## src/rtl/cvs_pkg.sv

```systemverilog
`timescale 1ns / 1ps

package cvs_pkg;

  localparam int VALUE_W     = 24;
  localparam int SUM_W       = 37;
  localparam int MAG_W       = 36;
  localparam int SQ_W        = 59;
  localparam int CNT_W       = 13;
  localparam int PROD_W      = 2 * MAG_W;
  localparam int TOTAL_W     = 63;
  localparam int QUEUE_DEPTH = 4;

  // one closed column, handed from the front to the back
  typedef struct packed {
    logic [MAG_W-1:0] mag;
    logic [SQ_W-1:0]  square_sum;
    logic [CNT_W-1:0] count;
    logic             row_ovf;
    logic             last_matrix;
  } col_rec_t;

endpackage

```

## src/rtl/cvs_front.sv

```systemverilog
`timescale 1ns / 1ps

module cvs_front #(
  parameter int MAX_ROWS = 4096
) (
  input  logic             clk,
  input  logic             rst,
  input  logic             s_tvalid,
  output logic             s_tready,
  input  logic [23:0]      s_tdata,
  input  logic [1:0]       s_tuser,
  input  logic             s_tlast,
  output logic             push,
  output cvs_pkg::col_rec_t push_rec,
  input  logic             full
);
  import cvs_pkg::*;

  localparam logic [CNT_W-1:0] ROW_LIMIT = CNT_W'(MAX_ROWS);

  logic signed [SUM_W-1:0]     column_sum;
  logic [SQ_W-1:0]             column_square_sum;
  logic [CNT_W-1:0]            present_count;
  logic [CNT_W-1:0]            row_count;
  logic                        row_ovf;

  logic signed [VALUE_W-1:0]   value;
  logic signed [2*VALUE_W-1:0] value_sq;
  logic                        accept;
  logic                        over;
  logic                        take;
  logic                        close;
  logic signed [SUM_W-1:0]     sum_next;
  logic signed [SUM_W-1:0]     sum_neg;
  logic [SQ_W-1:0]             square_next;
  logic [CNT_W-1:0]            present_next;
  logic [CNT_W-1:0]            row_next;
  logic                        row_ovf_next;

  assign s_tready = !full;
  assign accept   = s_tvalid && s_tready;
  assign value    = signed'(s_tdata[VALUE_W-1:0]);
  assign value_sq = value * value;
  assign over     = row_count >= ROW_LIMIT;
  assign take     = !over && !s_tuser[0];
  assign close    = s_tuser[1] || s_tlast;

  always_comb begin
    sum_next     = column_sum + (take ? SUM_W'(value) : '0);
    square_next  = column_square_sum + (take ? SQ_W'($unsigned(value_sq)) : '0);
    present_next = present_count + (take ? CNT_W'(1) : '0);
    row_next     = over ? row_count : row_count + CNT_W'(1);
    row_ovf_next = row_ovf || over;
    sum_neg      = -sum_next;
  end

  always_comb begin
    push                 = accept && close;
    push_rec.mag         = sum_next[SUM_W-1] ? MAG_W'(sum_neg) : MAG_W'(sum_next);
    push_rec.square_sum  = square_next;
    push_rec.count       = present_next;
    push_rec.row_ovf     = row_ovf_next;
    push_rec.last_matrix = s_tlast;
  end

  always_ff @(posedge clk) begin
    if (rst) begin
      column_sum        <= '0;
      column_square_sum <= '0;
      present_count     <= '0;
      row_count         <= '0;
      row_ovf           <= 1'b0;
    end else if (accept) begin
      if (close) begin
        column_sum        <= '0;
        column_square_sum <= '0;
        present_count     <= '0;
        row_count         <= '0;
        row_ovf           <= 1'b0;
      end else begin
        column_sum        <= sum_next;
        column_square_sum <= square_next;
        present_count     <= present_next;
        row_count         <= row_next;
        row_ovf           <= row_ovf_next;
      end
    end
  end

endmodule

```

## src/rtl/cvs_queue.sv

```systemverilog
`timescale 1ns / 1ps

module cvs_queue (
  input  logic              clk,
  input  logic              rst,
  input  logic              push,
  input  cvs_pkg::col_rec_t push_rec,
  output logic              full,
  input  logic              pop,
  output cvs_pkg::col_rec_t pop_rec,
  output logic              empty
);
  import cvs_pkg::*;

  localparam int PTR_W = $clog2(QUEUE_DEPTH);

  col_rec_t         mem [QUEUE_DEPTH];
  logic [PTR_W-1:0] wr_ptr;
  logic [PTR_W-1:0] rd_ptr;
  logic [PTR_W:0]   count;

  assign full    = count == (PTR_W + 1)'(QUEUE_DEPTH);
  assign empty   = count == '0;
  assign pop_rec = mem[rd_ptr];

  always_ff @(posedge clk) begin
    if (push) begin
      mem[wr_ptr] <= push_rec;
    end
  end

  always_ff @(posedge clk) begin
    if (rst) begin
      wr_ptr <= '0;
      rd_ptr <= '0;
      count  <= '0;
    end else begin
      if (push) begin
        wr_ptr <= wr_ptr + PTR_W'(1);
      end
      if (pop) begin
        rd_ptr <= rd_ptr + PTR_W'(1);
      end
      if (push && !pop) begin
        count <= count + (PTR_W + 1)'(1);
      end else if (pop && !push) begin
        count <= count - (PTR_W + 1)'(1);
      end
    end
  end

`ifndef ASSERT_OFF
  a_no_push_full: assert property (@(posedge clk) disable iff (rst)
    push && !pop |-> !full)
    else $error("queue written while full");
  a_no_pop_empty: assert property (@(posedge clk) disable iff (rst)
    pop |-> !empty)
    else $error("queue read while empty");
`endif

endmodule

```

## src/rtl/cvs_back.sv

```systemverilog
`timescale 1ns / 1ps

module cvs_back (
  input  logic              clk,
  input  logic              rst,
  input  logic              empty,
  input  cvs_pkg::col_rec_t pop_rec,
  output logic              pop,
  output logic              m_tvalid,
  input  logic              m_tready,
  output logic [63:0]       m_tdata,
  output logic              m_tuser
);
  import cvs_pkg::*;

  localparam int STEP_W = $clog2(PROD_W);

  typedef enum logic [1:0] {ST_IDLE, ST_MUL, ST_DIV, ST_ACC} state_t;

  state_t              state;
  col_rec_t            rec;
  logic [PROD_W-1:0]   acc;
  logic [MAG_W-1:0]    mplier;
  logic [CNT_W-1:0]    rem;
  logic [STEP_W-1:0]   step;
  logic [TOTAL_W-1:0]  total;
  logic                ovf;
  logic [TOTAL_W-1:0]  out_total;
  logic                out_ovf;

  logic [PROD_W-1:0]   mul_next;
  logic [CNT_W:0]      rem_shift;
  logic [CNT_W:0]      rem_diff;
  logic                fits;
  logic [CNT_W-1:0]    rem_next;
  logic [SQ_W-1:0]     part;
  logic [SQ_W-1:0]     dev;
  logic [TOTAL_W:0]    total_sum;
  logic                sat;
  logic [TOTAL_W-1:0]  total_next;
  logic                ovf_next;

  assign pop      = (state == ST_IDLE) && !empty && !m_tvalid;
  assign m_tdata  = {1'b0, out_total};
  assign m_tuser  = out_ovf;

  always_comb begin
    // square: shift-add, multiplier bit MSB first
    mul_next   = {acc[PROD_W-2:0], 1'b0} + (mplier[MAG_W-1] ? PROD_W'(rec.mag) : '0);
    // restoring division by the present count, quotient shifts into acc
    rem_shift  = {rem, acc[PROD_W-1]};
    rem_diff   = rem_shift - {1'b0, rec.count};
    fits       = rem_shift >= {1'b0, rec.count};
    rem_next   = fits ? rem_diff[CNT_W-1:0] : rem_shift[CNT_W-1:0];
    part       = acc[SQ_W-1:0];
    dev        = (rec.square_sum >= part) ? rec.square_sum - part : '0;
    total_sum  = {1'b0, total} + (TOTAL_W + 1)'(dev);
    sat        = total_sum[TOTAL_W];
    total_next = sat ? '1 : total_sum[TOTAL_W-1:0];
    ovf_next   = ovf || sat || rec.row_ovf;
  end

  always_ff @(posedge clk) begin
    if (rst) begin
      state    <= ST_IDLE;
      m_tvalid <= 1'b0;
      total    <= '0;
      ovf      <= 1'b0;
    end else begin
      if (m_tvalid && m_tready) begin
        m_tvalid <= 1'b0;
      end
      unique case (state)
        ST_IDLE: begin
          if (pop) begin
            rec    <= pop_rec;
            acc    <= '0;
            mplier <= pop_rec.mag;
            rem    <= '0;
            step   <= STEP_W'(MAG_W - 1);
            state  <= (pop_rec.count == '0) ? ST_ACC : ST_MUL;
          end
        end
        ST_MUL: begin
          acc    <= mul_next;
          mplier <= {mplier[MAG_W-2:0], 1'b0};
          if (step == '0) begin
            step  <= STEP_W'(PROD_W - 1);
            state <= ST_DIV;
          end else begin
            step <= step - STEP_W'(1);
          end
        end
        ST_DIV: begin
          rem <= rem_next;
          acc <= {acc[PROD_W-2:0], fits};
          if (step == '0) begin
            state <= ST_ACC;
          end else begin
            step <= step - STEP_W'(1);
          end
        end
        ST_ACC: begin
          if (rec.last_matrix) begin
            out_total <= total_next;
            out_ovf   <= ovf_next;
            m_tvalid  <= 1'b1;
            total     <= '0;
            ovf       <= 1'b0;
          end else begin
            total <= total_next;
            ovf   <= ovf_next;
          end
          state <= ST_IDLE;
        end
        default: state <= ST_IDLE;
      endcase
    end
  end

`ifndef ASSERT_OFF
  a_rem_below_count: assert property (@(posedge clk) disable iff (rst)
    state == ST_DIV |-> rem < rec.count)
    else $error("division remainder not below count");
  a_result_from_acc: assert property (@(posedge clk) disable iff (rst)
    $rose(m_tvalid) |-> $past(state) == ST_ACC && $past(rec.last_matrix))
    else $error("result raised outside a matrix close");
  a_mul_to_div: assert property (@(posedge clk) disable iff (rst)
    state == ST_MUL && step == '0 |=> state == ST_DIV)
    else $error("square step did not hand over to division");
`endif

endmodule

```

## src/rtl/column_variance_sum_top.sv

```systemverilog
`timescale 1ns / 1ps

// Sum of squared deviations per column. Elements stream in column by column, one
// beat per cycle, as long as the column queue has room. Each column end pushes a
// record (|sum|, sum of squares, present count) into a 4-entry queue; the back end
// squares |sum| with a shift-add unit, divides by the count with a restoring
// divider and adds the deviation to the matrix total. It takes one column at a
// time, popping the next only when done with the last (an all-missing column
// skips the square and the division). Input runs at full rate while the back end
// keeps up or the queue absorbs the burst. The result beat comes out after the
// last column of a matrix is processed and holds until taken; the total saturates
// at 2^63-1 and sets the overflow flag, as does any element past MAX_ROWS in a
// column (that element is dropped).
module column_variance_sum_top #(
  parameter int MAX_ROWS = 4096
) (
  input  logic        clk,
  input  logic        rst,
  input  logic        s_tvalid,
  output logic        s_tready,
  input  logic [23:0] s_tdata,   // sample_value
  input  logic [1:0]  s_tuser,   // sample_missing, end_of_column
  input  logic        s_tlast,   // end_of_matrix
  output logic        m_tvalid,
  input  logic        m_tready,
  output logic [63:0] m_tdata,   // heterogeneity
  output logic        m_tuser    // overflowed
);
  import cvs_pkg::*;

  col_rec_t push_rec;
  col_rec_t pop_rec;
  logic     push;
  logic     pop;
  logic     full;
  logic     empty;

  cvs_front #(
    .MAX_ROWS (MAX_ROWS)
  ) u_front (
    .clk      (clk),
    .rst      (rst),
    .s_tvalid (s_tvalid),
    .s_tready (s_tready),
    .s_tdata  (s_tdata),
    .s_tuser  (s_tuser),
    .s_tlast  (s_tlast),
    .push     (push),
    .push_rec (push_rec),
    .full     (full)
  );

  cvs_queue u_queue (
    .clk      (clk),
    .rst      (rst),
    .push     (push),
    .push_rec (push_rec),
    .full     (full),
    .pop      (pop),
    .pop_rec  (pop_rec),
    .empty    (empty)
  );

  cvs_back u_back (
    .clk      (clk),
    .rst      (rst),
    .empty    (empty),
    .pop_rec  (pop_rec),
    .pop      (pop),
    .m_tvalid (m_tvalid),
    .m_tready (m_tready),
    .m_tdata  (m_tdata),
    .m_tuser  (m_tuser)
  );

endmodule

```

## config.mk

```make
export PLATFORM = sky130hd
export DESIGN_NAME = column_variance_sum_top
export DESIGN_NICKNAME = d
export VERILOG_FILES = /design/src/rtl/cvs_pkg.sv /design/src/rtl/cvs_front.sv /design/src/rtl/cvs_queue.sv /design/src/rtl/cvs_back.sv /design/src/rtl/column_variance_sum_top.sv
export SDC_FILE = /design/constraint.sdc
export NUM_CORES = 2
export LEC_CHECK = 0
export ABC_AREA = 1
export ABC_CLOCK_PERIOD_IN_PS = 8400
export BUFFER_PORTS_ARGS = -buffer_cell sky130_fd_sc_hd__clkbuf_2
export CAP_MARGIN = 20
export CORE_MARGIN = 3
export CORE_UTILIZATION = 45
export DETAILED_ROUTE_END_ITERATION = 16
export GPL_TIMING_DRIVEN = 0
export SLEW_MARGIN = 40
export SYNTH_ARGS = -nofsm -noshare
export SYNTH_HDL_FRONTEND = slang
export SYNTH_SLANG_ARGS = --single-unit
```

## constraint.sdc

```tcl
create_clock -name clk -period 8.4 [get_ports clk]
set_clock_uncertainty 0.15 [all_clocks]
set_input_delay 0.42 -clock clk [delete_from_list [all_inputs] [get_ports clk]]
set_output_delay 0.42 -clock clk [all_outputs]
set_load 0.02 [all_outputs]
```

Yosys cells after proc, flatten, opt, wreduce, memory -nomap -nowiden
Memory sizes are Yosys's and may differ from the RTL's. A register that Yosys moved wholly into a read port is not among the register bits.
Cells that the tools add are included.
Word-level totals
  register bits: 499
  bits in latches: 0
  bits in writable memories: 440
  ROM bits: 0
  input bits: 31
  output and inout bits: 67
  word-level logic and storage cells: 127
  memories: 1
Operators by class
  add/sub/neg operators: 14
  multiply operators: 1
  div/mod/pow operators: 0
  magnitude comparators: 3
  equality and inequality tests: 9
  shift operators: 0
  multiplexer cells: 40
  bitwise gates (word level): 1
  reductions and logical operators: 35
Memory list
  u_queue.mem: words 4, bits a word 110, read ports 1, clocked after memory_dff 1, write ports 1, line cvs_queue.sv:17  | col_rec_t mem [QUEUE_DEPTH];
Operators with widths (count)
  72-bit case mux with 3 select lines: 1
  63-bit two-way mux: 2
  59-bit two-way mux: 2
  36-bit two-way mux: 3
  37-bit two-way mux: 2
  72-bit adder: 1
  72-bit two-way mux: 1
  36-bit case mux with 2 select lines: 1
  13-bit two-way mux: 5
  63-bit by 59-bit adder with 64-bit output: 1
  59-bit adder: 1
  59-bit >= comparator: 1
  59-bit subtractor: 1
  24-bit by 24-bit multiplier with 48-bit output: 1
  48-bit two-way mux: 1
  37-bit adder: 1
  36-bit negation: 1
  13-bit case mux with 2 select lines: 1
  7-bit two-way mux: 3
  7-bit case mux with 3 select lines: 1
  3-bit AND reduction: 6
  14-bit by 13-bit >= comparator with 1-bit output: 1
  13-bit by 1-bit adder with 13-bit output, second input constant: 1
  13-bit adder: 1
  27 further kinds: 63

Depth between registers and ports, before layout
  depth after elaboration: 8
  depth in mapped cells: 45
  gate-level depth less buffers: 43

Cells and area by module
Synthesis repeated with hierarchy kept, for this count alone.
Second synthesis, totals
  cell total of the unflattened synthesis: 9947
  area total of the unflattened synthesis: 78390.2 sq um
Modules (own cells, without submodules)
  cvs_front: instances 1, cells each 4503, area each 32336.0 sq um, seq. area each 2462.4 sq um
  cvs_back: instances 1, cells each 4322, area each 28949.0 sq um, seq. area each 10410.0 sq um
  cvs_queue: instances 1, cells each 1122, area each 17105.2 sq um, seq. area each 13392.8 sq um

Worst setup path after synthesis
Ideal clock, no wire load.
  path kind: input -> register
  start: in s_tdata[0]
  end: mem u_queue.mem[0][69] in the netlist's numbering, data pin
  library setup time: 0.263 ns
  data arrival time: 8.053 ns
  data required time: 7.987 ns
  setup slack: -0.066 ns
  cell stages on the path: 35
  buffers on the path: 2
  cell sequence: clkbuf_1 clkbuf_1 nand2_1 inv_1 fa_1 fa_1 inv_1 fa_1 inv_1 fa_1 fa_1 fa_1 inv_1 fa_1 inv_1 ha_1 a21o_1 a31oi_1 o21ai_0 o21bai_1 a21o_1 o21ai_0 a21oi_1 ha_1 nand2_1 inv_1 a21boi_0 a21boi_0 nor2_1 nor2_1 nand3_1 nand2_1 nand2_1 a21o_1 and2_1
RTL lines
  start: declaration: line column_variance_sum_top.sv:21  | input logic [23:0] s_tdata,
  end: declaration: line cvs_queue.sv:17

==> run metrics <==
Core ar. 166000 sq um; share of the synthesized area in the top cell type 29.6%; syn_nets a little over 10k; die footprint ~170000 sq um; clock sink count 941; area grow syn2layout 14.1%; commonest cells in the netlist 2039 x nand2_1, 1654 x inv_1, 946 x nor2_1, 742 x edfxtp_1, 672 x a21oi_1; largest area contributor in the netlist edfxtp_1; most frequent cell after synthesis nand2_1; Post-Syn Instances 9256; Wirelength per Cell 21.4 um; die width 415 um; WS Path Type in -> reg; peak fanout along the critical path 10; Crit path required time about 8.9 ns; first-pass GRT wire length 378000 um; total congestion overflow 0; top_reg_cell synth edfxtp_1; share of cells above drive strength 1 8.82%; DP Wirelength between 200000 and 250000 um; max cap viols 0; Seq/Total Area, Yosys a little over a third; worst skew pair latency between 0.7 and 0.8 ns; minimum clock period a little over 8 ns; first drt pass iteration count 6; register bit total from synthesis 941; largest net degree at the start of global routing 48; Initial Util 45.5%; fill count 15.7k; slowest cell on the critical path fa_1; RSZ-0062 raised after global routing true; Reg clk slew, reported paths 0.06 ns; final hold vios 0; Largest stage delay, worst path between 0.5 and 0.6 ns; Initial DRC Count 4966; syn_area_per_cell 8.14 sq um; die height 415 um; CP startpoint kind input port; Vias 63.7k; CTS tree done; mapped cell area 75400 sq um; CP dominant cell by count fa_1; cts bufs inserted 103; number of flops mapped to enable cells by yosys ~740; status finished clean; Synth Warn # 0; Hold Path Class in -> reg; number of port buffers 91; num rows 149; max_slew headroom 34.9%; Worst Tran Pin Value 0.968 ns; ratio of final minimum period to clock period 97.8%; htree depth 3; fmax roughly 120 MHz; final slew viol count 0; arrival time of the worst setup path slightly below 9 ns; asr flop ratio synth 0%; Layout Nets 10.6k; synth unique cells 62; Boundary Pins 98; TNS Setup 0 ns; clk buf depth 3; sequential cell area 26300 sq um; Routed Antenna Nets 0; Placer Congestion between 1 and 1.5; final count of negative-setup-slack endpoints 0; area occupied by multi-input gates 43500 sq um; # DRC 0; Post-Route WL 253000 um; initial antenna violation count 5; CP Capture Type flip-flop; vias in the first global route 62.6k; post-DR vias/cell about 5.4; CTS Root Cell clkbuf_16; top cells by area, synth edfxtp_1 30%, fa_1 15%, nand2_1 10%; gr usage total 28.7%
-- layout by cell type, fill, tap and decap left out, types with 23 or more instances in the layout --
cell	n
buf_4	70
a31oi_1	59
edfxtp_1	742
nand3_1	255
clkbuf_1	170
nand4_1	84
o21bai_1	40
or2_2	27
dfxtp_1	199
nor3_1	78
fa_1	558
inv_1	1640
o21ai_0	551
nand2_2	48
o21ai_1	34
xor2_1	128
clkbuf_16	108
o22ai_1	112
a21oi_1	616
a21oi_2	53
buf_8	43
inv_2	30
xnor2_1	69
nor2_1	894
ha_4	33
clkbuf_2	99
a21o_1	40
ha_1	364
nand2_1	2001
nor2_2	44
buf_16	23
-- critical path: cells and delay by family --
family / cells / cell delay (ns)
adders and majority gates: 9 / 4.25
AOI/OAI and AO/OA: 8 / 1.33
buffers and inverters: 10 / 1.29
and+or+nand+nor: 8 / 1.20
xor gates and xnor gates: 1 / 0.21
-- metrics by stage --
step	setup WS [ns]	hold WS, ns	instances	util (%)	cell area (sq um)
2_1_floorplan	0.00761	0.270	9256	-	75400
3_3_place_gp	-2.45	0.286	11536	47.4	78600
3_5_place_dp	-2.45	0.293	11585	48.1	79700
4_1_cts	0.000762	0.225	11797	50.9	84400
5_1_grt	-0.0857	0.289	11845	51.9	86000
6_report	0.187	0.286	11847	51.9	86000
-- final cells by class --
cell class                 instances  area share (%)
clock buffer                     132            3.24
antenna                            2         0.00582
sequential                       941            30.5
timing repair buffer             208            2.40
tap                             2189            3.18
inverter                        1674            7.32
clock inverter                    63           0.866
multi-input combinational       6387            50.6
buffer                           251            1.87
-- cell families (layout without fill, tap and decap cells) --
logic type	Yosys count	count (layout)	synth area share [%]
flip-flops	941	941	34.9
buffers and inverters	1928	2328	9.68
XOR/XNOR	227	227	2.69
AO/OA/AOI/OAI	1636	1636	11.9
AND/OR/NAND/NOR	3544	3544	19.0
other	1	3	0.00498
adder cells (fa/ha/maj)	979	979	21.9
-- registers in the layout (all words and copies together), names as in the netlist, named ones only --
name,count
u_back.m_tvalid,1
u_back.ovf,1
u_front.row_ovf,1
u_queue.mem,440
u_back.rec,110
u_queue.count,3
u_back.state,2
u_back.acc,72
u_back.m_tuser,1
u_queue.rd_ptr,2
u_back.total,63
u_front.present_count,13
u_back.out_total,63
u_back.rem,13
u_front.row_count,13
u_front.column_square_sum,59
u_front.column_sum,37
u_queue.wr_ptr,2
u_back.mplier,36
u_back.step,7
-- path summary, 6_finish.rpt --
| path | from | to | slack (ns) | depth (start not counted) |
|---|---|---|---|---|
| max | s_tdata[6] | u_front.column_square_sum[49] | 0.19 | 36 |
| min | m_tready | u_back.m_tvalid | 0.29 | 3 |
| max reg2reg | u_back.acc[24] | u_back.total[61] | 1.61 | 25 |
| min reg2reg | u_front.row_count[10] | u_front.row_count[10] | 0.30 | 1 |
-- layer usage --
| metal | vias to the layer above | track usage [%] | wire length, um |
|---|---|---|---|
| met5 | - | 0 | 0 |
| met4 | 0 | 11.4 | 11300 |
| met3 | 418 | 2.98 | 14800 |
| met2 | 2022 | 48.6 | 121000 |
| met1 | 30813 | 37.8 | 107000 |
| li1 | 30471 | - | - |
-- what timing repair did --
| item | in CTS | in global routing |
|---|---|---|
| cloned | 0 | 1 |
| hold endpoints to repair | 9 | 0 |
| resized for setup | 265 | 361 |
| pin swaps | 17 | 82 |
| buffers inserted | 16 | 46 |
| hold buffers | 4 | 0 |
| setup endpoints to repair | 210 | 197 |
Power is not shown: default switching activity piles up to over one toggle a cycle in this logic, so the estimate is an artifact.
